===== src/ota_pkg.sv =====
// ----------------------------------------------------------------------------
// ota_pkg: shared types and constants for the over-temperature alarm monitor
// Field widths, register indexes, reset values, alarm modes and sequencer
// states used by the top level and the serial divider.
// ----------------------------------------------------------------------------
`default_nettype none

package ota_pkg;

  // Field widths
  localparam int TEMP_W      = 8;
  localparam int TIME_W      = 32;
  localparam int HOLD_W      = 16;
  localparam int CFG_DATA_W  = 16;
  localparam int REG_IDX_W   = 2;
  localparam int IN_TDATA_W  = 48;
  localparam int OUT_TDATA_W = 16;

  // Default sample bound per window
  localparam int MAX_SAMPLES_DEF = 1024;

  // Configuration register indexes
  localparam logic [REG_IDX_W-1:0] REG_TEMP_LIMIT     = 2'd0;
  localparam logic [REG_IDX_W-1:0] REG_DETECT_HOLD    = 2'd1;
  localparam logic [REG_IDX_W-1:0] REG_AVERAGE_WINDOW = 2'd2;
  localparam logic [REG_IDX_W-1:0] REG_RESTORE_HOLD   = 2'd3;

  // Reset values
  localparam logic signed [TEMP_W-1:0] TEMP_LIMIT_RST     = 8'sd40;
  localparam logic [HOLD_W-1:0]        DETECT_HOLD_RST    = 16'd6000;
  localparam logic [HOLD_W-1:0]        AVERAGE_WINDOW_RST = 16'd1000;
  localparam logic [HOLD_W-1:0]        RESTORE_HOLD_RST   = 16'd2000;
  localparam logic signed [TEMP_W-1:0] AVERAGE_TEMP_RST   = 8'sd20;

  // Alarm modes
  typedef enum logic [1:0] {
    MODE_NORMAL    = 2'd0,
    MODE_SUSPECT   = 2'd1,
    MODE_CONFIRMED = 2'd2
  } mode_t;

  // Event pulses of one result, wake in the lowest bit
  typedef struct packed {
    logic restore_ev;
    logic sleep_problem_ev;
    logic problem_ev;
    logic wake_ev;
  } events_t;

  // Sequencer states
  typedef enum logic [2:0] {
    ST_IDLE,
    ST_ACCUM,
    ST_DIVIDE,
    ST_MODE,
    ST_PUSH
  } seq_state_t;

endpackage

`default_nettype wire


===== src/ota_divider.sv =====
// ----------------------------------------------------------------------------
// ota_divider: serial signed-by-unsigned divider
// Restoring shift/subtract unit, one quotient bit per cycle. Quotient is
// truncated toward zero; the low TEMP_W bits are returned.
// ----------------------------------------------------------------------------
`default_nettype none

module ota_divider #(
  parameter int MAG_W = 18,
  parameter int CNT_W = 11
) (
  input  wire logic                            clk,
  input  wire logic                            rst,
  input  wire logic                            start,
  input  wire logic signed [MAG_W:0]           dividend,
  input  wire logic [CNT_W-1:0]                divisor,
  output logic                                 done,
  output logic signed [ota_pkg::TEMP_W-1:0]    quotient
);

  localparam int STEP_W = $clog2(MAG_W + 1);

  logic              busy;
  logic [STEP_W-1:0] steps;
  logic              neg;
  logic [CNT_W-1:0]  rem;
  logic [CNT_W-1:0]  dvs;
  logic [MAG_W-1:0]  quo;
  logic [MAG_W:0]    mag_full;
  logic [CNT_W:0]    shifted;
  logic [CNT_W:0]    diff;
  logic              fits;
  logic [MAG_W-1:0]  quo_signed;

  // Magnitude of the dividend
  assign mag_full = dividend[MAG_W] ? (~dividend + 1'b1) : dividend;

  // One restoring step
  assign shifted = {rem, quo[MAG_W-1]};
  assign fits    = shifted >= {1'b0, dvs};
  assign diff    = shifted - {1'b0, dvs};

  assign done       = busy && (steps == '0);
  assign quo_signed = neg ? (~quo + 1'b1) : quo;
  assign quotient   = quo_signed[ota_pkg::TEMP_W-1:0];

  // Step control
  always_ff @(posedge clk) begin
    if (rst) begin
      busy  <= 1'b0;
      steps <= '0;
    end else if (start) begin
      busy  <= 1'b1;
      steps <= STEP_W'(MAG_W);
    end else if (done) begin
      busy <= 1'b0;
    end else if (busy) begin
      steps <= steps - 1'b1;
    end
  end

  // Operands and partial results
  always_ff @(posedge clk) begin
    if (start) begin
      neg <= dividend[MAG_W];
      quo <= mag_full[MAG_W-1:0];
      rem <= '0;
      dvs <= divisor;
    end else if (busy && (steps != '0)) begin
      rem <= fits ? diff[CNT_W-1:0] : shifted[CNT_W-1:0];
      quo <= {quo[MAG_W-2:0], fits};
    end
  end

endmodule

`default_nettype wire


===== src/overtemp_alarm_monitor.sv =====
// One item at a time, through the accumulate, divide (only when a window closes with
// samples), mode and push steps; the serial divider gives one quotient bit per cycle.
// The next input is taken once the result is in the output register, so a stalled
// output holds back the next input. Synchronous active-high reset sets the alarm
// state, window and configuration to their reset values.
// ----------------------------------------------------------------------------
// overtemp_alarm_monitor: windowed temperature average with a three-mode alarm
// Sums and counts samples per window, divides on a window close with samples in a
// serial divider, then steps the normal/suspect/confirmed alarm sequencer.
// ----------------------------------------------------------------------------
`default_nettype none

module overtemp_alarm_monitor #(
  parameter int MAX_SAMPLES = ota_pkg::MAX_SAMPLES_DEF
) (
  input  wire logic                                clk,
  input  wire logic                                rst,
  // configuration write port
  input  wire logic                                cfg_we,
  input  wire logic [ota_pkg::REG_IDX_W-1:0]       cfg_addr,
  input  wire logic [ota_pkg::CFG_DATA_W-1:0]      cfg_wdata,
  // input stream
  input  wire logic                                s_tvalid,
  output logic                                     s_tready,
  // now_ms[31:0], sample_temp[39:32], restore_pending[40], system_asleep[41],
  // restore_cmd[42], zero fill [47:43]
  input  wire logic [ota_pkg::IN_TDATA_W-1:0]      s_tdata,
  // result stream
  output logic                                     m_tvalid,
  input  wire logic                                m_tready,
  // mode[1:0], held_temp[9:2], wake_event[10], problem_event[11],
  // sleep_problem_event[12], restore_event[13], zero fill [15:14]
  output logic [ota_pkg::OUT_TDATA_W-1:0]          m_tdata
);

  localparam int TEMP_W = ota_pkg::TEMP_W;
  localparam int TIME_W = ota_pkg::TIME_W;
  localparam int HOLD_W = ota_pkg::HOLD_W;
  localparam int MAG_W  = $clog2((2 ** (TEMP_W - 1)) * MAX_SAMPLES + 1);
  localparam int SUM_W  = MAG_W + 1;
  localparam int CNT_W  = $clog2(MAX_SAMPLES + 1);
  localparam logic [CNT_W-1:0] MAX_CNT = CNT_W'(MAX_SAMPLES);
  localparam int EV_LSB = 2 + TEMP_W;

  // Configuration registers
  logic signed [TEMP_W-1:0] temp_limit;
  logic [HOLD_W-1:0]        detect_hold_ms;
  logic [HOLD_W-1:0]        average_window_ms;
  logic [HOLD_W-1:0]        restore_hold_ms;

  // Block state
  ota_pkg::seq_state_t      state, state_next;
  ota_pkg::mode_t           mode_reg, mode_next;
  logic [TIME_W-1:0]        mode_entry_time;
  logic [TIME_W-1:0]        window_start;
  logic signed [SUM_W-1:0]  temp_sum;
  logic [CNT_W-1:0]         sample_count;
  logic signed [TEMP_W-1:0] average_temp;

  // Latched input item
  logic [TIME_W-1:0]        now_l;
  logic [TEMP_W-1:0]        sample_l;
  logic                     pending_l;
  logic                     asleep_l;
  logic                     cmd_l;

  // Result events waiting for the output register
  ota_pkg::events_t         ev_hold, ev_next;

  logic                     in_xfer;
  logic                     below_max;
  logic signed [SUM_W-1:0]  sum_acc;
  logic [CNT_W-1:0]         cnt_acc;
  logic [TIME_W-1:0]        win_elapsed;
  logic                     win_close;
  logic [TIME_W-1:0]        mode_elapsed;
  logic                     entry_set;
  logic                     div_start;
  logic                     div_done;
  logic signed [TEMP_W-1:0] div_quot;
  logic                     out_load;

  assign in_xfer = s_tvalid && s_tready;

  // Configuration writes
  always_ff @(posedge clk) begin
    if (rst) begin
      temp_limit        <= ota_pkg::TEMP_LIMIT_RST;
      detect_hold_ms    <= ota_pkg::DETECT_HOLD_RST;
      average_window_ms <= ota_pkg::AVERAGE_WINDOW_RST;
      restore_hold_ms   <= ota_pkg::RESTORE_HOLD_RST;
    end else if (cfg_we) begin
      unique case (cfg_addr)
        ota_pkg::REG_TEMP_LIMIT:     temp_limit        <= cfg_wdata[TEMP_W-1:0];
        ota_pkg::REG_DETECT_HOLD:    detect_hold_ms    <= cfg_wdata[HOLD_W-1:0];
        ota_pkg::REG_AVERAGE_WINDOW: average_window_ms <= cfg_wdata[HOLD_W-1:0];
        ota_pkg::REG_RESTORE_HOLD:   restore_hold_ms   <= cfg_wdata[HOLD_W-1:0];
      endcase
    end
  end

  // Capture the input item
  always_ff @(posedge clk) begin
    if (in_xfer) begin
      now_l     <= s_tdata[TIME_W-1:0];
      sample_l  <= s_tdata[TIME_W+TEMP_W-1:TIME_W];
      pending_l <= s_tdata[TIME_W+TEMP_W];
      asleep_l  <= s_tdata[TIME_W+TEMP_W+1];
      cmd_l     <= s_tdata[TIME_W+TEMP_W+2];
    end
  end

  // Accumulate and window test
  assign below_max   = sample_count < MAX_CNT;
  assign sum_acc     = below_max ?
                       temp_sum + {{(SUM_W-TEMP_W){sample_l[TEMP_W-1]}}, sample_l} :
                       temp_sum;
  assign cnt_acc     = below_max ? sample_count + 1'b1 : sample_count;
  assign win_elapsed = now_l - window_start;
  assign win_close   = win_elapsed > {{(TIME_W-HOLD_W){1'b0}}, average_window_ms};

  // Serial divider
  ota_divider #(
    .MAG_W (MAG_W),
    .CNT_W (CNT_W)
  ) u_div (
    .clk      (clk),
    .rst      (rst),
    .start    (div_start),
    .dividend (sum_acc),
    .divisor  (cnt_acc),
    .done     (div_done),
    .quotient (div_quot)
  );

  // Alarm mode transition
  assign mode_elapsed = now_l - mode_entry_time;

  always_comb begin
    mode_next = mode_reg;
    entry_set = 1'b0;
    ev_next   = '0;
    unique case (mode_reg)
      ota_pkg::MODE_SUSPECT: begin
        if (average_temp < temp_limit) begin
          mode_next = ota_pkg::MODE_NORMAL;
          entry_set = 1'b1;
        end else if (mode_elapsed > {{(TIME_W-HOLD_W){1'b0}}, detect_hold_ms}) begin
          mode_next = ota_pkg::MODE_CONFIRMED;
          entry_set = 1'b1;
          if (asleep_l) begin
            ev_next.sleep_problem_ev = 1'b1;
          end else begin
            ev_next.problem_ev = 1'b1;
          end
        end
      end
      ota_pkg::MODE_CONFIRMED: begin
        if (cmd_l && !asleep_l) begin
          mode_next          = ota_pkg::MODE_NORMAL;
          entry_set          = 1'b1;
          ev_next.restore_ev = 1'b1;
        end
      end
      default: begin
        // normal; entering suspect resets the timer, and no wake is raised on that tick
        mode_next = ota_pkg::MODE_NORMAL;
        if (average_temp > temp_limit) begin
          mode_next = ota_pkg::MODE_SUSPECT;
          entry_set = 1'b1;
        end else if (pending_l &&
                     (mode_elapsed > {{(TIME_W-HOLD_W){1'b0}}, restore_hold_ms})) begin
          entry_set       = 1'b1;
          ev_next.wake_ev = 1'b1;
        end
      end
    endcase
  end

  // Sequencer next state
  always_comb begin
    state_next = state;
    unique case (state)
      ota_pkg::ST_IDLE:   if (in_xfer) state_next = ota_pkg::ST_ACCUM;
      ota_pkg::ST_ACCUM:  state_next = div_start ? ota_pkg::ST_DIVIDE : ota_pkg::ST_MODE;
      ota_pkg::ST_DIVIDE: if (div_done) state_next = ota_pkg::ST_MODE;
      ota_pkg::ST_MODE:   state_next = ota_pkg::ST_PUSH;
      ota_pkg::ST_PUSH:   if (out_load) state_next = ota_pkg::ST_IDLE;
      default:            state_next = ota_pkg::ST_IDLE;
    endcase
  end

  // Sequencer outputs
  always_comb begin
    s_tready  = (state == ota_pkg::ST_IDLE);
    div_start = (state == ota_pkg::ST_ACCUM) && win_close && (cnt_acc != '0);
    out_load  = (state == ota_pkg::ST_PUSH) && (!m_tvalid || m_tready);
  end

  always_ff @(posedge clk) begin
    if (rst) begin
      state <= ota_pkg::ST_IDLE;
    end else begin
      state <= state_next;
    end
  end

  // Window, average and alarm state
  always_ff @(posedge clk) begin
    if (rst) begin
      mode_reg        <= ota_pkg::MODE_NORMAL;
      mode_entry_time <= '0;
      window_start    <= '0;
      temp_sum        <= '0;
      sample_count    <= '0;
      average_temp    <= ota_pkg::AVERAGE_TEMP_RST;
    end else begin
      if (state == ota_pkg::ST_ACCUM) begin
        if (win_close) begin
          temp_sum     <= '0;
          sample_count <= '0;
          window_start <= now_l;
        end else begin
          temp_sum     <= sum_acc;
          sample_count <= cnt_acc;
        end
      end
      if ((state == ota_pkg::ST_DIVIDE) && div_done) begin
        average_temp <= div_quot;
      end
      if (state == ota_pkg::ST_MODE) begin
        mode_reg <= mode_next;
        if (entry_set) begin
          mode_entry_time <= now_l;
        end
      end
    end
  end

  always_ff @(posedge clk) begin
    if (state == ota_pkg::ST_MODE) begin
      ev_hold <= ev_next;
    end
  end

  // Output register
  always_ff @(posedge clk) begin
    if (rst) begin
      m_tvalid <= 1'b0;
    end else if (out_load) begin
      m_tvalid <= 1'b1;
    end else if (m_tready) begin
      m_tvalid <= 1'b0;
    end
  end

  always_ff @(posedge clk) begin
    if (out_load) begin
      m_tdata <= {2'b00, ev_hold, average_temp, mode_reg};
    end
  end

  // Checks
  a_one_event: assert property (@(posedge clk) disable iff (rst)
    m_tvalid |-> ($countones(m_tdata[EV_LSB+3:EV_LSB]) <= 1))
    else $error("more than one event pulse in a result");

  a_cnt_bound: assert property (@(posedge clk) disable iff (rst)
    sample_count <= MAX_CNT)
    else $error("sample count beyond bound");

  a_div_done_state: assert property (@(posedge clk) disable iff (rst)
    div_done |-> (state == ota_pkg::ST_DIVIDE))
    else $error("divider finished outside the divide step");

  a_accept_seq: assert property (@(posedge clk) disable iff (rst)
    in_xfer |=> (state == ota_pkg::ST_ACCUM))
    else $error("transfer not followed by accumulate step");

  a_window_clear: assert property (@(posedge clk) disable iff (rst)
    ((state == ota_pkg::ST_ACCUM) && win_close) |=> (sample_count == '0))
    else $error("window close did not clear the count");

endmodule

`default_nettype wire


===== config.mk =====
export PLATFORM = sky130hd
export DESIGN_NAME = overtemp_alarm_monitor
export DESIGN_NICKNAME = d
export VERILOG_FILES = /design/src/ota_pkg.sv /design/src/ota_divider.sv /design/src/overtemp_alarm_monitor.sv
export SDC_FILE = /design/constraint.sdc
export NUM_CORES = 1
export LEC_CHECK = 0
export BUFFER_PORTS_ARGS = -buffer_cell sky130_fd_sc_hd__buf_4
export CAP_MARGIN = 20
export CORE_ASPECT_RATIO = 1.75
export CORE_MARGIN = 1
export CORE_UTILIZATION = 60
export CTS_BUF_LIST = sky130_fd_sc_hd__clkbuf_8 sky130_fd_sc_hd__clkbuf_16
export DETAILED_ROUTE_END_ITERATION = 8
export GPL_ROUTABILITY_DRIVEN = 0
export PLACE_DENSITY = 0.86
export SLEW_MARGIN = 40
export SYNTH_ARGS = -nofsm -noshare
export SYNTH_HDL_FRONTEND = slang
export SYNTH_HIERARCHICAL = 1
export SYNTH_SLANG_ARGS = --single-unit

===== constraint.sdc =====
create_clock -name clk -period 6.3 [get_ports clk]
set_clock_uncertainty 0.05 [all_clocks]
set_input_delay 0.315 -clock clk [delete_from_list [all_inputs] [get_ports clk]]
set_output_delay 0.315 -clock clk [all_outputs]
set_load 0.02 [all_outputs]

==> out/metrics.yaml, run 1 <==
rows: 82
cpPeakStageDelay_ns: 0.40
cts.sinks: 272
cts_tree: "yes"
rr_endpoint: "u_div/rem[8]"
synth_xor_area_share_pct: 4.64
yosysTopAreaCell: "dfxtp_1"
layout-area-overhead-vs-synth_pct: 11.9
yosys.area_share.adder_pct: 11.4
h-tree-depth: 1
path_max_fanout: 12
synth_seq_cells: 272
postCtsResizedCells: 0
nets: 2343
crit_path_end: "u_div/rem[8]"
port_buffers: 81
synth_edf_count: 91
setup.worst_path.start_class: "flip-flop"
synth_ff_type: "dfxtp_1"
finalHoldViolations: 0
finalHoldWorstSlack_ns: 0.0129
tns_ns: 0
rrSetupSlack_ns: 0.56
startpoint: "now_l[0]"
viasPerCell: 6.10
clk_latency_ns: 0.55
required_ns: 6.65
syn_area_sq_um: 17600
overflow: 0
synthDistinctLibCells: 89
clk_pin_slew_ns: 0.07
max_freq_mhz: 174
rsz0062_at_grt: "false"
status: "complete, no violations"
clk_path_buf_depth: 3
drc_errors: 0
drt_pass1_iterations: 7
fin_crit_sh_pct: 91.2
powerDensity_nw_per_um2: 277
cts_buffers: 25
worst_hold_path_type: "in -> reg"
critPathArrivalTime_ns: 6.10
postCtsSetupRepairBufs: 0
fp.dieW_um: 131
dp_cells: 2409
crit_slowest_cell: "fa_1"
first_iter_violations: 1050
vias: 15320
synth_top_cell_area_share_pct: 20.6
synth.most_common_cell: "nor2_1"
grt_use_total_pct: 29.2
cts_root_buf: "clkbuf_16"
instances_no_fill: 2510
reg2regPathDepth: 27
grt_pass1_vias: 15248
drt_wl_total_mm: 43.8
dp_hpwl_mm: 32.0
ys_seq_area_share_pct: 36.2
cts_hold_buffers: 57
p_leak_nw: 8.03
ant_nets: 0
cp-end-kind: "flip-flop"
worst_pin_slew_ns: 0.905
antenna_cells: 0
avgSynthCellArea_sq_um: 8.71
worstReg2RegStart: "now_l[0]"
maxCapViolCount: 0
fillers: 2212
routedWlPerCell_um: 17.5
initial_utilization_pct: 61.1
synthTopCellsByArea: "dfxtp_1, edfxtp_1, ha_1"
pin_count: 89
slew_viol_final: 0
muxShareOfSynthArea_pct: 5.01
layout-drive-gt1-share_pct: 9.10
grt_max_degree: 96
setup_viol: 0
grt_pass1_wl_mm: 71.9
crit_type: "reg -> reg"
antenna_found_initial: 0
yosys.area_share.simple_pct: 17.8
synth_common_cells: "nor2_1, nand2_1, dfxtp_1"
synth_top_family_by_area: "compound AO/OA/AOI/OAI gates"
synth-compound-area-share_pct: 18.6
irDropWorstVdd_mv: 0.271
finalCriticalPeriod_ns: 5.74
core_area_sq_um: 28700
reg.largest.list: "mode_entry_time x32, now_l x32, window_start x32"
synthCells: 2015
die_h_um: 228
dieArea_sq_um: 30000
yosysWarnings: 6
synthArstFlopShare_pct: 0
slew_headroom_pct: 39.0
[worst min path at each step]
| stage | cells past startpoint | startpoint | endpoint |
|---|---|---|---|
| after floorplan | 1 | rst | u_div/busy |
| after global placement | 0 | ev_hold[3] | m_tdata[13] |
| after detailed placement | 0 | ev_hold[2] | m_tdata[12] |
| after CTS | 3 | cfg_wdata[13] | detect_hold_ms[13] |
| after global routing | 3 | cfg_wdata[0] | restore_hold_ms[0] |
| final | 3 | cfg_wdata[13] | average_window_ms[13] |
[final cells by class]
class	count	area, sq um	area share [%]
clock buffer	29	681	3.47
tap	378	473	2.41
clock inverter	15	67.6	0.344
multi-input combinational	1498	10100	51.5
inverter	163	612	3.11
timing repair buffer	155	1340	6.80
sequential	272	6360	32.4
[layer usage]
metal  wire length (um)  vias to the layer above  share of wire, %  global-route usage [%]
met5                  0                        -                 0                       0
met4               3060                        0               7.0                    20.7
met3               1930                      195               4.4                    3.19
met2              22900                      527                52                    55.1
met1              15900                     7263                36                    29.4
li1                   -                     7335                 -                       -
[cell families after synthesis]
logic type,count (synthesis)
mux,87
simple gates,655
xor+xnor,93
compound gates,504
flops,272
other cells,1
fa+ha+maj,157
buf+inv,246
[placed cells by master (no fill, tap or decap), types with 58 or more instances in the layout]
master and n:
a21oi_1 179, ha_1 153, buf_4 95, nor2_1 192
dfxtp_1 181, edfxtp_1 91, inv_1 173, nand2_1 193
nand3_1 58, o21ai_0 100, mux2i_1 80
[critical path, delay by kind of cell (launching register included)]
family                   cells  cell delay [ns]
AND/OR/NAND/NOR             11             2.12
AO/OA/AOI/OAI                8             1.43
adder cells (fa/ha/maj)      3             0.94
buffers and inverters        4             0.53
flip-flops                   1             0.39
XOR/XNOR                     1             0.14
[per-stage QoR]
step | util (%) | power, mW | setup WS, ns | area, sq um
floorplan | - | 3.53 | 0.556 | 17600
global placement | 63.7 | 3.88 | 0.850 | 18300
detailed placement | 63.8 | 3.95 | 0.698 | 18300
CTS | 68.3 | 5.41 | 0.650 | 19600
global route | 68.4 | 5.74 | 0.0984 | 19600
finish | 68.4 | 5.44 | 0.556 | 19600
[where the power goes]
part / total (mW) / internal [mW] / switching [mW] / leakage [nW]
combinational: 1.91 / 0.779 / 1.13 / 5.30
clock: 1.43 / 0.767 / 0.666 / 0.411
sequential: 2.09 / 1.98 / 0.113 / 2.32
total: 5.44 / 3.53 / 1.91 / 8.03
(Power assumes the default switching activity.)
==> run 2, diff against run 1 <==
- HOLD_SLACK_MARGIN: not set -> 0.05
==> out/metrics.yaml, run 2 (synthesis gave the netlist of run 1 again) <==
worst_hold_path_type: "in -> reg"
status: "complete, no violations"
final_common_cell: "nand2_1"
critPathArrivalTime_ns: 6.13
ant_nets: 0
cts_tree: "yes"
vias: 15336
grt_pass1_vias: 15263
worst_slack_ns: 0.527
overflow: 0
layout-area-overhead-vs-synth_pct: 12.1
power.total_mw: 5.44
finalInstanceArea_sq_um: 19700
clk_path_buf_depth: 3
grt_use_total_pct: 29.2
viasPerCell: 6.10
clk_pin_slew_ns: 0.07
dieArea_sq_um: 30000
drc_errors: 0
core_area_sq_um: 28700
finalCriticalPeriod_ns: 5.77
worst_pin_slew_ns: 0.923
fillers: 2204
slew_viol_final: 0
finalHoldViolations: 0
antenna_found_initial: 0
crit_type: "reg -> reg"
cts_root_buf: "clkbuf_16"
routedWlPerCell_um: 17.5
grt_max_degree: 96
rows: 82
drt_pass1_iterations: 6
postCtsSetupRepairBufs: 0
max_freq_mhz: 173
layout-drive-gt1-share_pct: 9.09
initial_utilization_pct: 61.1
powerDensity_nw_per_um2: 276
reg.largest.list: "mode_entry_time x32, now_l x32, window_start x32"
fin_crit_sh_pct: 91.6
setup.worst_path.start_class: "flip-flop"
pin_count: 89
drt_wl_total_mm: 43.9
path_max_fanout: 12
h-tree-depth: 1
clk_latency_ns: 0.55
maxCapViolCount: 0
p_leak_nw: 8.05
fp.dieW_um: 131
cts_buffers: 25
placed_area_sq_um: 18300
rsz0062_at_grt: "false"
tns_ns: 0
cp-end-kind: "flip-flop"
dp_hpwl_mm: 32.0
irDropWorstVdd_mv: 0.271
dp_slack_ns: 0.698
port_buffers: 81
setup_viol: 0
grt_pass1_wl_mm: 72.0
nets: 2346
required_ns: 6.65
final_util_pct: 68.5
final_cell_mix: "nand2_1, nor2_1, dfxtp_1, a21oi_1, inv_1"
slew_headroom_pct: 37.8
die_h_um: 228
antenna_cells: 0
first_iter_violations: 1079
cts.sinks: 272
==> run 2: routing by layer <==
metal | vias up | track usage, % | wire length [um]
met4 | 0 | 20.7 | 3130
met3 | 200 | 3.19 | 2210
li1 | 7336 | - | -
met1 | 7212 | 29.5 | 15700
met5 | - | 0 | 0
met2 | 588 | 55.2 | 22900
==> run 2: power breakdown <==
group | internal, mW | switching, mW | leakage [nW]
clock network | 0.766 | 0.665 | 0.411
logic | 0.780 | 1.13 | 5.31
registers | 1.98 | 0.113 | 2.32
==> run 2: worst max-delay path: stages, from the launching register on <==
cell and delay (ns):
edfxtp_1 0.39, inv_1 0.08, ha_1 0.22, fa_1 0.40, nor2b_1 0.17, o2111ai_1 0.21
nand2_1 0.19, a21oi_1 0.11, nor2_1 0.18, a21oi_1 0.12, xnor2_1 0.14, ha_1 0.32
nand4_1 0.17, nor4_1 0.40, a21boi_0 0.23, o31ai_1 0.14, buf_4 0.17, and4b_1 0.19
and4_1 0.18, nand4_1 0.21, nor3_2 0.10, nor2_1 0.18, o21a_2 0.34, inv_1 0.09
buf_4 0.19, and3_1 0.15, a41oi_1 0.19, o41ai_1 0.11
==> run 2: through the flow <==
stage	hold slack, ns	cells
6_report	0.0910	2513
5_1_grt	0.110	2513
4_1_cts	0.0817	2513
3_5_place_dp	0.355	2409
3_3_place_gp	0.352	2409
2_1_floorplan	0.334	2016
==> run 2: repair_timing <==
action	4_1_cts	5_1_grt
hold buffers	60	0
hold endpoints to repair	100	0
gates resized for setup	0	0
==> run 2: worst paths after layout <==
path / cells past startpoint / start / to / slack (ns)
hold reg to reg: 0 / ev_hold[2] / m_tdata[12] / 0.37
setup reg to reg: 27 / now_l[0] / u_div/rem[8] / 0.53
setup / recovery: 27 / now_l[0] / u_div/rem[8] / 0.53
hold / removal: 3 / s_tvalid / state[0] / 0.09
==> run 2: layout make-up <==
class	instances	area (sq um)	area share, %
clock buffers	29	681	3.46
clock inverters	15	67.6	0.343
inverters	163	612	3.11
multi-input cells	1498	10100	51.4
flip-flops and latches	272	6360	32.3
well taps	378	473	2.40
repair buffers	158	1370	6.94
==> run 3, diff against run 2 <==
- SYNTH_HIERARCHICAL: 1 -> not set
==> out/metrics.yaml, run 3 <==
worstReg2RegStart: "now_l[0]"
final_cell_mix: "nand2_1, inv_1, dfxtp_1, nor2_1, ha_1"
initial_utilization_pct: 60.8
synth_ff_type: "dfxtp_1"
internal-power_mw: 3.99
worst_hold_path_type: "in -> reg"
ys_seq_area_share_pct: 34.9
maxCapViolCount: 0
dr_wl_met3_mm: 2.48
rsz0062_at_grt: "false"
finalHoldWorstSlack_ns: 0.0764
clk_pin_slew_ns: 0.07
worst_pin_slew_ns: 0.929
power_frac_comb_pct: 37.2
yosys.area_share.adder_pct: 11.0
vias: 16478
power_frac_clock_pct: 28.1
synthTopCellsByArea: "dfxtp_1, edfxtp_1, ha_1"
setup.worst_path.start_class: "flip-flop"
highest_layer: "met4"
wl_met1_mm: 17.1
routedWlPerCell_um: 19.0
synthCells: 2109
powerDensity_nw_per_um2: 302
syn_area_sq_um: 18200
critPathArrivalTime_ns: 6.16
setup_viol: 0
dp_hpwl_mm: 36.2
synth_edf_count: 91
cts_hold_buffers: 59
seqPwrFrac_pct: 34.6
p_sw_share_pct: 36.0
postCtsSetupRepairBufs: 0
violations: "design-rule violations"
max_freq_mhz: 173
fillers: 2240
cts.sinks: 272
final_common_cell: "nand2_1"
yosysTopAreaCell: "dfxtp_1"
layout-area-overhead-vs-synth_pct: 13.6
status: "complete, but fails checks"
p_switching_mw: 2.25
rows: 84
drc_errors: 1
grt_pass1_vias: 16327
synth_top_family_by_area: "simple AND/OR/NAND/NOR gates"
muxShareOfSynthArea_pct: 6.29
slew_headroom_pct: 38.1
drt_pass1_iterations: 9
postCtsResizedCells: 0
synth_top_cell_area_share_pct: 19.9
crit_type: "reg -> reg"
reg.largest.list: "mode_entry_time x32, now_l x32, window_start x32"
cts_tree: "yes"
path_max_fanout: 24
yosys.area_share.simple_pct: 19.6
power.total_mw: 6.24
fp.dieW_um: 134
fin_crit_sh_pct: 91.8
route.met2.wl_mm: 25.2
cp-end-kind: "flip-flop"
crit_path_end: "u_div.busy"
synthArstFlopShare_pct: 0
pin_count: 89
synth_xor_area_share_pct: 3.85
required_ns: 6.68
h-tree-depth: 1
overflow: 0
yosysWarnings: 0
first_iter_violations: 1192
tns_ns: 0
cts_buffers: 26
reg2regPathDepth: 21
layout-drive-gt1-share_pct: 9.31
antenna_found_initial: 0
grt_pass1_wl_mm: 79.7
die_h_um: 232
synth-compound-area-share_pct: 18.4
synth_common_cells: "nand2_1, dfxtp_1, inv_1"
irDropWorstVdd_mv: 0.262
clk_path_buf_depth: 3
grt_max_degree: 109
synth.most_common_cell: "nand2_1"
startpoint: "now_l[0]"
rrSetupSlack_ns: 0.52
avgSynthCellArea_sq_um: 8.64
drt_wl_total_mm: 49.8
synthDistinctLibCells: 93
slew_viol_final: 0
core_area_sq_um: 30000
port_buffers: 81
viasPerCell: 6.29
grt_use_total_pct: 32.2
nets: 2443
clk_latency_ns: 0.56
ant_nets: 0
rr_endpoint: "u_div.busy"
cts_root_buf: "clkbuf_16"
dieArea_sq_um: 31100
p_leak_nw: 8.33
synth_seq_cells: 272
antenna_cells: 0
finalCriticalPeriod_ns: 5.78
finalHoldViolations: 0
-- run 3: worst min path at each step --
stage,startpoint,end,slack (ns),cells after the start
after floorplan,ev_hold[0],m_tdata[10],0.35,0
after global placement,ev_hold[3],m_tdata[13],0.38,0
after detailed placement,ev_hold[0],m_tdata[10],0.39,0
after CTS,m_tready,m_tvalid,0.08,4
after global routing,s_tvalid,state[0],0.12,4
final,m_tready,m_tvalid,0.08,4
-- run 3: kinds of logic (layout without fill, tap and decap cells) --
family                   Yosys count  in the layout
flip-flops                       272            272
AO/OA/AOI/OAI                    494            494
multiplexers                     108            108
other                              1              2
XOR/XNOR                          80             80
adder cells (fa/ha/maj)          158            158
buffers and inverters            267            391
AND/OR/NAND/NOR                  729            729
-- run 3: power by group through the flow --
| stage | logic [mW] | registers (mW) | clock network [mW] |
|---|---|---|---|
| finish | 2.32 | 2.16 | 1.76 |
| global route | 2.55 | 2.17 | 1.84 |
| CTS | 2.27 | 2.15 | 1.77 |
| detailed placement | 2.22 | 2.19 | 0 |
| global placement | 2.11 | 2.18 | 0 |
| floorplan | 1.68 | 2.14 | 0 |
-- run 3: metal layers --
layer,track usage (%),up-vias
li1,-,7753
met1,32.2,7692
met2,58.2,743
met3,3.51,290
met4,29.0,0
met5,0,-
-- run 3: stage by stage --
step | std cells | util, % | setup slack [ns] | cell area (sq um)
floorplan | 2110 | - | 1.08 | 18200
global placement | 2512 | 63.7 | 0.769 | 19100
detailed placement | 2514 | 63.9 | 0.626 | 19100
CTS | 2621 | 69.0 | 0.568 | 20700
global route | 2621 | 69.1 | 0.292 | 20700
finish | 2621 | 69.1 | 0.519 | 20700
-- run 3: critical path: stages (launching register included) --
cell      delay (ns)
edfxtp_1        0.38
inv_1           0.07
ha_1            0.21
fa_1            0.42
nand2b_1        0.18
a21oi_1         0.37
o211ai_1        0.38
nor2b_1         0.27
o21bai_1        0.14
a21oi_1         0.10
xnor2_1         0.18
ha_1            0.31
nand4_1         0.14
or4_1           0.54
a21oi_1         0.27
and4_1          0.29
nand4_2         0.17
o21ai_4         0.24
buf_4           0.42
o21ai_1         0.12
buf_4           0.24
nor2b_1         0.16
-- run 3: final cells by class --
class                           count  area [sq um]  share of cell area [%]
Sequential cell                   272          6360                    30.7
Multi-Input combinational cell   1571         10800                    52.4
Inverter                          182           683                    3.30
Timing Repair Buffer              161          1380                    6.65
Tap cell                          387           484                    2.34
Clock inverter                     20           264                    1.28
Clock buffer                       28           689                    3.33
